$ cat src/rtl/nfha_pkg.sv
// Package for the next-fit heap allocator: store geometry, header word,
// memory request, result word and status codes. No dependencies.
`timescale 1ns / 1ps

package nfha_pkg;

  localparam int MEM_BYTES    = 65536;
  localparam int HEADER_BYTES = 16;
  localparam int STORE_WORDS  = MEM_BYTES / 4;
  localparam int WIDX_W       = $clog2(STORE_WORDS);   // header word index
  localparam int OFF_W        = WIDX_W + 3;            // byte offset incl. store end
  localparam int SIZE_W       = WIDX_W + 2;            // chunk size in bytes
  localparam int REQ_W        = 17;
  localparam int RND_W        = REQ_W + 1;             // rounded request
  localparam int USED_W       = 17;
  localparam int CNT_W        = 13;
  localparam int STAT_W       = 3;

  localparam logic [OFF_W-1:0]  MEM_END  = OFF_W'(MEM_BYTES);
  localparam logic [OFF_W-1:0]  WRAP_AT  = OFF_W'(MEM_BYTES - HEADER_BYTES);
  localparam logic [OFF_W-1:0]  HDR_OFF  = OFF_W'(HEADER_BYTES);
  localparam logic [SIZE_W-1:0] HDR_SIZE = SIZE_W'(HEADER_BYTES);
  localparam logic [SIZE_W-1:0] FIRST_SIZE = SIZE_W'(MEM_BYTES - HEADER_BYTES);

  localparam logic [STAT_W-1:0] STAT_OK       = 3'd0;
  localparam logic [STAT_W-1:0] STAT_ZERO     = 3'd1;
  localparam logic [STAT_W-1:0] STAT_NO_MEM   = 3'd2;
  localparam logic [STAT_W-1:0] STAT_NOT_HEAD = 3'd3;
  localparam logic [STAT_W-1:0] STAT_IS_FREE  = 3'd4;

  localparam logic KIND_ALLOC = 1'b0;

  typedef struct packed {
    logic              free;
    logic [SIZE_W-1:0] size;
  } hdr_t;

  typedef struct packed {
    logic [WIDX_W-1:0] raddr;
    logic              we;
    logic [WIDX_W-1:0] waddr;
    hdr_t              wdata;
  } mem_req_t;

  typedef struct packed {
    logic [STAT_W-1:0] status;
    logic [15:0]       payload_offset;
    logic [USED_W-1:0] bytes_in_use;
    logic [CNT_W-1:0]  chunks_in_chain;
    logic [USED_W-1:0] peak_bytes_in_use;
  } res_t;

  typedef struct packed {
    logic [OFF_W-1:0] nxt;
    logic             wrapped;
    logic             stop;
  } walk_t;

  // One hop of the next-fit walk, wrapping once at the end of the store.
  function automatic walk_t walk_step(input logic [OFF_W-1:0] act,
                                      input logic [SIZE_W-1:0] size,
                                      input logic wrapped,
                                      input logic [OFF_W-1:0] start);
    walk_t w;
    w.nxt     = act + OFF_W'(size) + HDR_OFF;
    w.wrapped = wrapped;
    if (w.nxt >= WRAP_AT) begin
      w.nxt     = '0;
      w.wrapped = 1'b1;
    end
    w.stop = w.wrapped && (w.nxt >= start);
    return w;
  endfunction

  function automatic logic [WIDX_W-1:0] word_idx(input logic [OFF_W-1:0] off);
    return off[WIDX_W+1:2];
  endfunction

endpackage

$ cat src/rtl/nfha_ctrl.sv
// Allocator sequencer: chain walks, split/absorb, free with coalescing,
// counters. Drives the header store. Depends on nfha_pkg.
`timescale 1ns / 1ps

module nfha_ctrl
  import nfha_pkg::*;
(
  input  logic               clk,
  input  logic               rst,
  input  logic               in_go,
  input  logic               kind,
  input  logic [REQ_W-1:0]   request_bytes,
  input  logic [15:0]        payload_offset_in,
  output logic               idle,
  output logic               res_valid,
  input  logic               res_ack,
  output res_t               res,
  output mem_req_t           mreq,
  input  hdr_t               rdata
);

  localparam logic [2:0] S_INIT   = 3'd0;
  localparam logic [2:0] S_IDLE   = 3'd1;
  localparam logic [2:0] S_AWALK  = 3'd2;
  localparam logic [2:0] S_ANEW   = 3'd3;
  localparam logic [2:0] S_FWALK  = 3'd4;
  localparam logic [2:0] S_FMERGE = 3'd5;
  localparam logic [2:0] S_DONE   = 3'd6;

  logic [2:0]        state, state_next;
  logic [OFF_W-1:0]  act, act_next;
  logic [OFF_W-1:0]  start, start_next;
  logic              wrapped, wrapped_next;
  logic              second, second_next;
  logic [RND_W-1:0]  rnd, rnd_next;
  logic [RND_W-1:0]  min_sz, min_sz_next;
  logic [OFF_W-1:0]  f, f_next;
  logic [SIZE_W-1:0] fsz, fsz_next;
  logic [15:0]       target, target_next;
  logic [OFF_W-1:0]  prev, prev_next;
  hdr_t              prev_word, prev_word_next;
  logic              has_prev, has_prev_next;
  logic              next_ok, next_ok_next;
  logic              upd_peak, upd_peak_next;
  logic [WIDX_W-1:0] sp, sp_next;
  logic [USED_W-1:0] used, used_next;
  logic [CNT_W-1:0]  count, count_next;
  logic [USED_W-1:0] peak;
  logic [STAT_W-1:0] status, status_next;
  logic [15:0]       pay, pay_next;

  walk_t             step, step2;
  logic              hit;
  logic [SIZE_W-1:0] left;
  logic [OFF_W-1:0]  after;
  logic              mn, mp;
  logic [SIZE_W-1:0] sz2;
  logic [USED_W-1:0] peak_out;

  assign idle      = (state == S_IDLE);
  assign res_valid = (state == S_DONE);
  assign peak_out  = (upd_peak && used > peak) ? used : peak;
  assign res       = '{status: status, payload_offset: pay, bytes_in_use: used,
                       chunks_in_chain: count, peak_bytes_in_use: peak_out};

  always_comb begin
    state_next     = state;
    act_next       = act;
    start_next     = start;
    wrapped_next   = wrapped;
    second_next    = second;
    rnd_next       = rnd;
    min_sz_next    = min_sz;
    f_next         = f;
    fsz_next       = fsz;
    target_next    = target;
    prev_next      = prev;
    prev_word_next = prev_word;
    has_prev_next  = has_prev;
    next_ok_next   = next_ok;
    upd_peak_next  = upd_peak;
    sp_next        = sp;
    used_next      = used;
    count_next     = count;
    status_next    = status;
    pay_next       = pay;
    mreq           = '0;

    hit   = rdata.free && (RND_W'(rdata.size) >= min_sz);
    step  = walk_step(act, rdata.size, wrapped, start);
    step2 = walk_step(act, rdata.size, 1'b0, act);
    left  = rdata.size - rnd[SIZE_W-1:0];
    after = act + HDR_OFF + OFF_W'(rdata.size);
    mn    = next_ok && rdata.free;
    mp    = has_prev && prev_word.free;
    sz2   = fsz + (mn ? (rdata.size + HDR_SIZE) : '0);

    unique case (state)
      S_INIT: begin
        mreq.we    = 1'b1;
        mreq.waddr = '0;
        mreq.wdata = '{free: 1'b1, size: FIRST_SIZE};
        state_next = S_IDLE;
      end
      S_IDLE: begin
        if (in_go) begin
          pay_next      = '0;
          upd_peak_next = 1'b0;
          if (kind == KIND_ALLOC) begin
            if (request_bytes == '0) begin
              status_next = STAT_ZERO;
              state_next  = S_DONE;
            end else begin
              rnd_next      = (RND_W'(request_bytes) + RND_W'(3)) & ~RND_W'(3);
              min_sz_next   = (RND_W'(request_bytes) + RND_W'(3)) & ~RND_W'(3);
              second_next   = 1'b0;
              start_next    = {1'b0, sp, 2'b00};
              act_next      = {1'b0, sp, 2'b00};
              wrapped_next  = 1'b0;
              upd_peak_next = 1'b1;
              mreq.raddr    = sp;
              state_next    = S_AWALK;
            end
          end else begin
            target_next   = payload_offset_in;
            act_next      = '0;
            has_prev_next = 1'b0;
            mreq.raddr    = '0;
            state_next    = S_FWALK;
          end
        end
      end
      S_AWALK: begin
        if (hit && !second) begin
          f_next    = act;
          fsz_next  = rdata.size;
          pay_next  = 16'(act + HDR_OFF);
          mreq.we    = 1'b1;
          mreq.waddr = word_idx(act);
          if (left > HDR_SIZE) begin
            mreq.wdata = '{free: 1'b0, size: rnd[SIZE_W-1:0]};
            state_next = S_ANEW;
          end else begin
            // absorb: look for the next free chunk past this one
            mreq.wdata  = '{free: 1'b0, size: rdata.size};
            used_next   = used + USED_W'(rdata.size);
            status_next = STAT_OK;
            second_next = 1'b1;
            min_sz_next = '0;
            start_next  = act;
            if (step2.stop) begin
              sp_next    = word_idx(act);
              state_next = S_DONE;
            end else begin
              act_next     = step2.nxt;
              wrapped_next = step2.wrapped;
              mreq.raddr   = word_idx(step2.nxt);
            end
          end
        end else if (hit) begin
          sp_next    = word_idx(act);
          state_next = S_DONE;
        end else if (step.stop) begin
          if (!second) begin
            status_next = STAT_NO_MEM;
          end else begin
            sp_next = word_idx(f);
          end
          state_next = S_DONE;
        end else begin
          act_next     = step.nxt;
          wrapped_next = step.wrapped;
          mreq.raddr   = word_idx(step.nxt);
        end
      end
      S_ANEW: begin
        mreq.we     = 1'b1;
        mreq.waddr  = word_idx(f + HDR_OFF + OFF_W'(rnd));
        mreq.wdata  = '{free: 1'b1, size: fsz - rnd[SIZE_W-1:0] - HDR_SIZE};
        sp_next     = word_idx(f + HDR_OFF + OFF_W'(rnd));
        used_next   = used + USED_W'(rnd) + USED_W'(HEADER_BYTES);
        count_next  = count + CNT_W'(1);
        status_next = STAT_OK;
        state_next  = S_DONE;
      end
      S_FWALK: begin
        if (act + HDR_OFF == {1'b0, target}) begin
          f_next = act;
          if (rdata.free) begin
            status_next = STAT_IS_FREE;
            state_next  = S_DONE;
          end else begin
            fsz_next     = rdata.size;
            next_ok_next = (after < MEM_END);
            mreq.raddr   = word_idx(after);
            state_next   = S_FMERGE;
          end
        end else begin
          prev_next      = act;
          prev_word_next = rdata;
          has_prev_next  = 1'b1;
          if (after >= MEM_END) begin
            status_next = STAT_NOT_HEAD;
            state_next  = S_DONE;
          end else begin
            act_next   = after;
            mreq.raddr = word_idx(after);
          end
        end
      end
      S_FMERGE: begin
        // f holds the freed header, fsz its size, rdata the next header
        mreq.we = 1'b1;
        if (mp) begin
          mreq.waddr = word_idx(prev);
          mreq.wdata = '{free: 1'b1, size: prev_word.size + sz2 + HDR_SIZE};
        end else begin
          mreq.waddr = word_idx(f);
          mreq.wdata = '{free: 1'b1, size: sz2};
        end
        if (mn && sp == word_idx(f + HDR_OFF + OFF_W'(fsz))) begin
          sp_next = mp ? word_idx(prev) : word_idx(f);
        end else if (mp && sp == word_idx(f)) begin
          sp_next = word_idx(prev);
        end
        used_next   = used - USED_W'(fsz) - (mn ? USED_W'(HEADER_BYTES) : '0)
                           - (mp ? USED_W'(HEADER_BYTES) : '0);
        count_next  = count - CNT_W'(mn) - CNT_W'(mp);
        status_next = STAT_OK;
        state_next  = S_DONE;
      end
      S_DONE: begin
        if (res_ack) begin
          state_next = S_IDLE;
        end
      end
      default: begin
        state_next = S_IDLE;
      end
    endcase
  end

  always_ff @(posedge clk) begin
    if (rst) begin
      state    <= S_INIT;
      sp       <= '0;
      used     <= USED_W'(HEADER_BYTES);
      count    <= CNT_W'(1);
      peak     <= '0;
      upd_peak <= 1'b0;
    end else begin
      state    <= state_next;
      sp       <= sp_next;
      used     <= used_next;
      count    <= count_next;
      upd_peak <= upd_peak_next;
      if (state == S_DONE && res_ack) begin
        peak <= peak_out;
      end
    end
    act       <= act_next;
    start     <= start_next;
    wrapped   <= wrapped_next;
    second    <= second_next;
    rnd       <= rnd_next;
    min_sz    <= min_sz_next;
    f         <= f_next;
    fsz       <= fsz_next;
    target    <= target_next;
    prev      <= prev_next;
    prev_word <= prev_word_next;
    has_prev  <= has_prev_next;
    next_ok   <= next_ok_next;
    status    <= status_next;
    pay       <= pay_next;
  end

`ifndef SYNTHESIS
  a_chain_nonempty: assert property (@(posedge clk) disable iff (rst) count != '0)
    else $error("chunk count reached zero");
  a_no_write_idle: assert property (@(posedge clk) disable iff (rst)
    (state == S_IDLE || state == S_DONE) |-> !mreq.we)
    else $error("header write outside a request");
  a_split_adds: assert property (@(posedge clk) disable iff (rst)
    (state == S_ANEW) |=> count == $past(count) + CNT_W'(1))
    else $error("split did not add a chunk");
  a_free_shrinks: assert property (@(posedge clk) disable iff (rst)
    (state == S_FMERGE) |=> count <= $past(count) && used < $past(used))
    else $error("free did not release bytes");
`endif

endmodule

$ cat config.mk
export PLATFORM = sky130hd
export DESIGN_NAME = nfha_ctrl
export DESIGN_NICKNAME = d
export VERILOG_FILES = /design/src/rtl/nfha_pkg.sv /design/src/rtl/nfha_ctrl.sv
export SDC_FILE = /design/constraint.sdc
export NUM_CORES = 1
export LEC_CHECK = 0
export BUFFER_PORTS_ARGS = -buffer_cell sky130_fd_sc_hd__clkbuf_2
export CAP_MARGIN = 5
export CORE_MARGIN = 2
export CORE_UTILIZATION = 41
export CTS_CLUSTER_DIAMETER = 50
export DETAILED_ROUTE_END_ITERATION = 7
export PLACE_DENSITY_LB_ADDON = 0.08
export SETUP_SLACK_MARGIN = 0.2
export SYNTH_ARGS = -nofsm -noshare
export SYNTH_HDL_FRONTEND = slang
export SYNTH_SLANG_ARGS = --single-unit
export TNS_END_PERCENT = 10
$ cat constraint.sdc
create_clock -name clk -period 9 [get_ports clk]
set_input_delay 1.8 -clock clk [delete_from_list [all_inputs] [get_ports clk]]
set_output_delay 1.8 -clock clk [all_outputs]
set_load 0.02 [all_outputs]
==> flow_metrics.tcl, run 1 <==
set metrics [dict create \
    synth_cell_types 90 \
    yosysSeqAreaShare_pct 27.9 \
    fin_worst_skew_ns 0.0317 \
    ios 169 \
    maxCapViolCount 0 \
    ys_top_cells_by_area "edfxtp_1, ha_1, dfxtp_1" \
    finalCritPeriodShare_pct 96.5 \
    grt_setup_unrepaired "yes" \
    switching_share_pct 50.6 \
    gp_congestion 0.910 \
    port-buffer-count 168 \
    clkPwrFrac_pct 14.7 \
    vias 21500 \
    syn2layout_area_growth_pct 16.3 \
    worst_path_max_delay_cell "fa_2" \
    outcome "completed" \
    track_usage_pct 30.9 \
    power.density_mw_per_mm2 418 \
    worst_setup_path_end_kind "output port" \
    drive_above_1_share_pct 15.0 \
    max_freq_mhz 115 \
    h-tree-depth 2 \
    hold_path_class "flip-flop to flip-flop" \
    ys_seq_elements 232 \
    fillCellCount 5360 \
    grt_pass1_wl_um 131000 \
    async_reset_ff_share_pct 0 \
    viasPerCell 6.03 \
    clock_path_buffers 3 \
    layout_setup_ws_ns 0.313 \
    cts_buffers 42 \
    vdd_drop_max_v 0.000218 \
    syn_area_mm2 0.0226 \
    postCtsHoldBufs 0 \
    p_switching_mw 5.57 \
    cts_tree "done" \
    start_kind "input pin" \
    core_mm2 0.0549 \
    die-area_mm2 0.0571 \
    syn_inst 2629 \
    combPwrFrac_pct 66.7 \
    totalWireLength_um 89700 \
    design.final.nets 3193 \
    crit_fanout 8 \
    path_cells "clkbuf_2, ha_4, ha_2, fa_2, a21o_1, a221oi_4, o211ai_2, a41oi_2, mux2_4, o2111a_2, or2_4, buf_4, nor2_2, ha_1, a21o_1, a21oi_2, a21oi_1, o31ai_1, a21oi_2, o32ai_4, o21ai_2, buf_4, o221ai_4, clkbuf_2" \
    die_h_um 239 \
    yosysTopAreaCell "edfxtp_1" \
    synth_flop_cell "edfxtp_1" \
    initial_utilization_pct 41.2 \
    worstPathRequired_ns 7.20 \
    fp.dieW_um 239 \
    p_leak_nw 11.3 \
    dr.pass1.iters 6 \
    grt_pass1_vias 20300 \
    slew_headroom_pct 24.1 \
    drv_slew 0 \
    yosys_warnings 0 \
    seqPwrFrac_pct 18.6 \
    syn_area_per_cell_um2 8.61 \
    post-route-min-period_ns 8.69 \
    synth_edf_count 167 \
    cts.clk_slew.worst_paths_ns 0.05 \
    synth_top_area_share_pct 22.2 \
    finalSetupViolations 0 \
    place_ws_ns -0.114 \
    totalPowerFinal_mw 11.0 \
    wl_per_cell_um 25.2 \
    cts_sinks 232 \
    finalHoldViolCount 0 \
    drtIter0Drc 1828 \
    p_int_mw 5.44 \
    grt_overflow 0 \
    dp.cells 3481 \
    ant_nets 0 \
    antenna_found_initial 2 \
    worstMarginPinSlew_ns 1.14 \
    cts-root-buf "clkbuf_16" \
    rows 86 \
    dp.final_hpwl_um 69500 \
    path_class "input pin to output port" \
    crit_path_max_incr_delay_ns 0.35 \
    final_cells 3565 \
    worst_ep_arrival_time_ns 6.89 \
    clk_latency_ns 0.59 \
    grt_max_degree 83 \
    drc_errors 0 \
    fin_tns_setup_ns 0 \
]
## through the flow
| step | hold WS, ns | util, % | cell area (um2) |
|---|---|---|---|
| finish | 0.490 | 48.0 | 26300 |
| global route | 0.503 | 48.0 | 26300 |
| CTS | 0.494 | 47.8 | 26200 |
| detailed placement | 0.487 | 45.1 | 24800 |
| global placement | 0.469 | 45.1 | 24800 |
| floorplan | 0.449 | - | 22800 |
## logic make-up after synthesis
family | synth area share [%]
XOR/XNOR | 8.24
other | 0.0166
buffers and inverters | 5.69
AO/OA/AOI/OAI | 20.5
AND/OR/NAND/NOR | 17.1
adder cells (fa/ha/maj) | 17.7
flip-flops | 27.9
multiplexers | 2.84
## power by group through the flow
stage / combinational [mW] / clock, mW / sequential (mW)
2_1_floorplan: 5.00 / 0 / 1.77
3_3_place_gp: 7.02 / 0 / 2.05
3_5_place_dp: 7.07 / 0 / 2.05
4_1_cts: 7.19 / 1.64 / 2.03
5_1_grt: 8.01 / 1.68 / 2.07
6_report: 7.35 / 1.61 / 2.05
## sequential cells by signal, summed over array words and instances, names as in the netlist, 15 cells and up
| signal | count |
|---|---|
| min_sz | 16 |
| act | 17 |
| used | 17 |
| f | 16 |
| pay | 16 |
| fsz | 16 |
| rnd | 15 |
| start | 17 |
| prev_word | 17 |
| peak | 17 |
| target | 16 |
## path summary, 6_finish.rpt
path                  from  endpoint  slack, ns  cells after the start
hold reg to reg   peak[16]  peak[16]       0.49                      2
setup reg to reg    act[2]    sp[12]       2.19                     23
setup / recovery  rdata[1]  mreq[43]       0.31                     24
hold / removal    peak[16]  peak[16]       0.49                      2
## Yosys cell counts (8+ instances only)
library cell / number
a2111oi_0: 9
a211oi_1: 56
a21o_1: 52
a21oi_1: 170
a221oi_1: 10
a311oi_1: 9
a31oi_1: 17
and2_1: 40
and3_1: 22
and4_1: 8
buf_1: 8
buf_2: 12
clkbuf_1: 88
dfxtp_1: 65
edfxtp_1: 167
fa_1: 15
ha_1: 296
inv_1: 214
mux2_2: 17
mux2i_1: 45
nand2_1: 192
nand2b_1: 25
nand3_1: 79
nand4_1: 44
nor2_1: 198
nor2b_1: 31
nor3_1: 67
nor4_1: 18
o211ai_1: 26
o21a_1: 29
o21ai_0: 128
o21bai_1: 13
o221ai_1: 27
o22ai_1: 12
o31ai_1: 25
or2_2: 10
or3_1: 30
or4_1: 11
xnor2_1: 129
xor2_1: 84
## layout by cell type (no fill, tap or decap), types with 39 or more instances in the layout
| master | Yosys | routed |
|---|---|---|
| xnor2_1 | 129 | 128 |
| nor2_1 | 198 | 190 |
| xor2_1 | 84 | 84 |
| nor3_1 | 67 | 67 |
| buf_4 | 3 | 100 |
| clkbuf_2 | 1 | 163 |
| and2_1 | 40 | 39 |
| o21ai_0 | 128 | 122 |
| a21oi_1 | 170 | 161 |
| clkbuf_16 | 0 | 42 |
| mux2i_1 | 45 | 45 |
| a211oi_1 | 56 | 56 |
| a21o_1 | 52 | 52 |
| nand2_1 | 192 | 190 |
| edfxtp_1 | 167 | 167 |
| nand4_1 | 44 | 44 |
| ha_1 | 296 | 293 |
| inv_1 | 214 | 214 |
| nand3_1 | 79 | 79 |
| dfxtp_1 | 65 | 65 |
## critical path: cells and delay by family
family                     cells  cell delay, ns
AOI/OAI and AO/OA             13            2.46
adders and majority gates      4            1.06
buffers and inverters          4            0.73
muxes                          1            0.34
and+or+nand+nor                2            0.47
## area by class of cell
type | count | area (um2) | share of cell area (%)
multi-input cells | 2068 | 15300 | 58.3
flip-flops and latches | 232 | 6320 | 24.0
repair buffers | 266 | 1580 | 6.01
clock buffers | 50 | 1090 | 4.14
well taps | 704 | 881 | 3.35
inverters | 217 | 815 | 3.09
clock inverters | 27 | 297 | 1.13
diodes | 1 | 2.50 | 0.00951
## what timing repair did
item | in CTS | in global routing
endpoints found under the setup margin | 14 | 16
pin swaps | 5 | 9
gates cloned | 1 | 0
resized for setup | 11 | 23
setup buffers | 2 | 3
## per-layer routing
layer  share of wire [%]  global-route usage, %
met1                  44                   41.3
met2                  46                   50.1
met3                 6.3                   4.19
met4                 4.4                   12.8
met5               0.012                      0
Power figures use the tool's default switching activity.
==> inputs of run 2 (changes only) <==
--- a/config.mk
+++ b/config.mk
@@ -7,11 +7,11 @@
 export LEC_CHECK = 0
 export BUFFER_PORTS_ARGS = -buffer_cell sky130_fd_sc_hd__clkbuf_2
 export CAP_MARGIN = 5
-export CORE_MARGIN = 2
 export CORE_UTILIZATION = 41
 export CTS_CLUSTER_DIAMETER = 50
 export DETAILED_ROUTE_END_ITERATION = 7
 export PLACE_DENSITY_LB_ADDON = 0.08
+export RECOVER_POWER = 100
 export SETUP_SLACK_MARGIN = 0.2
 export SYNTH_ARGS = -nofsm -noshare
 export SYNTH_HDL_FRONTEND = slang
==> constraint.sdc (replaced) <==
create_clock -name clk -period 8.61 [get_ports clk]
set_input_delay 1.722 -clock clk [delete_from_list [all_inputs] [get_ports clk]]
set_output_delay 1.722 -clock clk [all_outputs]
set_load 0.02 [all_outputs]
==> flow_metrics.tcl, run 2 (synthesized netlist as in run 1, its figures left out) <==
set metrics [dict create \
    outcome "complete, but fails checks" \
    violations "max-capacitance violations, max-slew violations" \
    path_class "input pin to output port" \
    worst-path-buf-inv 3 \
    fin_worst_skew_ns 0.0150 \
    grt_pass1_wl_um 131000 \
    hold_start "peak[16]" \
    power.density_mw_per_mm2 439 \
    reg2reg_depth 15 \
    worst_ep_arrival_time_ns 6.62 \
    cts_tree "done" \
    rows 85 \
    p_leak_nw 11.0 \
    die-area_mm2 0.0562 \
    clk_latency_ns 0.57 \
    maxCapViolCount 7 \
    dr.pass1.iters 6 \
    rrSetupSlack_ns 1.20 \
    grt_overflow 0 \
    syn2layout_area_growth_pct 16.7 \
    h-tree-depth 2 \
    min_to "peak[16]" \
    viasPerCell 6.02 \
    finalHoldViolCount 0 \
    die_h_um 237 \
    totalPowerFinal_mw 11.6 \
    crit_path_max_incr_delay_ns 0.55 \
    drive_above_1_share_pct 11.6 \
    gp_congestion 0.921 \
    track_usage_pct 31.2 \
    antenna_found_initial 4 \
    cts_sinks 232 \
    hold_path_class "flip-flop to flip-flop" \
    layout_commonest_cell "ha_1" \
    hold_depth 2 \
    drtIter0Drc 1853 \
    port-buffer-count 168 \
    cts_buffers 39 \
    worst_path_max_delay_cell "or4_4" \
    grt_pass1_vias 20500 \
    totalWireLength_um 89500 \
    placed_area_mm2 0.0250 \
    cts-root-buf "clkbuf_16" \
    dp.final_hpwl_um 69400 \
    finalCritPeriodShare_pct 96.9 \
    max_freq_mhz 120 \
    post-route-min-period_ns 8.34 \
    r2r_start "act[4]" \
    crit_fanout 5 \
    crit_family "compound AO/OA/AOI/OAI gates" \
    initial_utilization_pct 41.8 \
    design.final.nets 3218 \
    timing.rr.end "fsz[12]" \
    ios 169 \
    core_mm2 0.0541 \
    ant_nets 0 \
    path_cells "clkbuf_1, ha_4, fa_2, a21oi_4, a2111oi_4, or4_4, and3_4, nor4_2, o2111a_2, or2_4, nor2_2, ha_4, nand3_2, o21bai_1, a21o_1, a21oi_2, o31ai_2, a21oi_2, buf_4, o32ai_4, o21ba_4, nor4_4, a211o_1, buf_4" \
    finalSetupViolations 0 \
    postCtsHoldBufs 0 \
    clock_path_buffers 3 \
    final_cell_mix "ha_1, inv_1, nor2_1" \
    cts.clk_slew.worst_paths_ns 0.05 \
    stdcell_area_mm2 0.0264 \
    start_kind "input pin" \
    grt_setup_unrepaired "yes" \
    vias 21500 \
    wl_per_cell_um 25.0 \
    num_antenna_cells 0 \
    worst_setup_path_end_kind "output port" \
    drc_errors 0 \
    worstPathRequired_ns 6.89 \
    grt_max_degree 83 \
    fp.dieW_um 237 \
    fillCellCount 5346 \
    slew_headroom_pct -73.3 \
    worstMarginPinSlew_ns 2.60 \
    drv_slew 159 \
    vdd_drop_max_v 0.000200 \
]
-- run 2: changes by cell type in the layout (fill, tap and decap cells not counted), moves of 4 or more --
cell      before  now
nor2_2         6    2
and2_1        39   22
and2_0         2   19
ha_4           1    7
clkbuf_2     163   44
ha_1         293  288
buf_4        100  104
clkbuf_1       7  139
-- run 2: per-layer routing --
| layer | share of wire (%) | global-route usage (%) | vias up |
|---|---|---|---|
| met2 | 45 | 49.4 | 778 |
| met1 | 46 | 43.9 | 10500 |
| met3 | 6.3 | 3.73 | 136 |
| li1 | - | - | 10100 |
| met4 | 3.4 | 10.5 | 6 |
| met5 | 0.042 | 0 | - |
-- run 2: metrics by stage --
| stage | hold slack, ns | setup TNS, ns | cells | worst slack (ns) | util, % |
|---|---|---|---|---|---|
| after floorplan | 0.449 | 0 | 2630 | 0.218 | - |
| after global placement | 0.469 | -1.98 | 3499 | -0.218 | 46.1 |
| after detailed placement | 0.474 | -3.10 | 3499 | -0.260 | 46.1 |
| after global routing | 0.501 | 0 | 3579 | 0.0426 | 48.8 |
| after CTS | 0.479 | 0 | 3575 | 0.142 | 48.9 |
| final | 0.479 | 0 | 3579 | 0.265 | 48.8 |
-- run 2: worst min-delay path: cells and delay by family, from the launching register on --
| family | cells | cell delay (ns) |
|---|---|---|
| flip-flops | 1 | 0.31 |
| AND/OR/NAND/NOR | 1 | 0.06 |
| multiplexers | 1 | 0.06 |
-- run 2: area by class of cell --
type	instances	area, um2	share of cell area [%]
repair buffers	293	1600	6.07
clock buffers	42	987	3.74
flip-flops and latches	232	6320	23.9
well taps	696	871	3.30
inverters	217	815	3.08
clock inverters	30	268	1.01
multi-input cells	2069	15500	58.9
-- run 2: how the worst max path moves through the flow --
stage / slack (ns) / end / depth (start not counted) / start
after floorplan: 0.22 / mreq[32] / 24 / rdata[1]
after global placement: -0.22 / mreq[32] / 24 / rdata[1]
after detailed placement: -0.26 / mreq[32] / 25 / rdata[1]
after CTS: 0.14 / mreq[39] / 25 / rdata[1]
after global routing: 0.04 / mreq[45] / 24 / rdata[2]
final: 0.27 / mreq[32] / 24 / rdata[2]
-- run 2: power breakdown --
part / total, mW / switching [mW] / internal, mW
registers: 2.12 / 0.530 / 1.59
logic: 7.93 / 4.74 / 3.19
clock network: 1.53 / 0.649 / 0.883
total: 11.6 / 5.92 / 5.67
-- run 2: timing repair --
action,in CTS,in global routing
endpoints found under the setup margin,16,18
gates resized for setup,41,53
cloned,2,0
pin swaps,16,33
buffers inserted,2,4
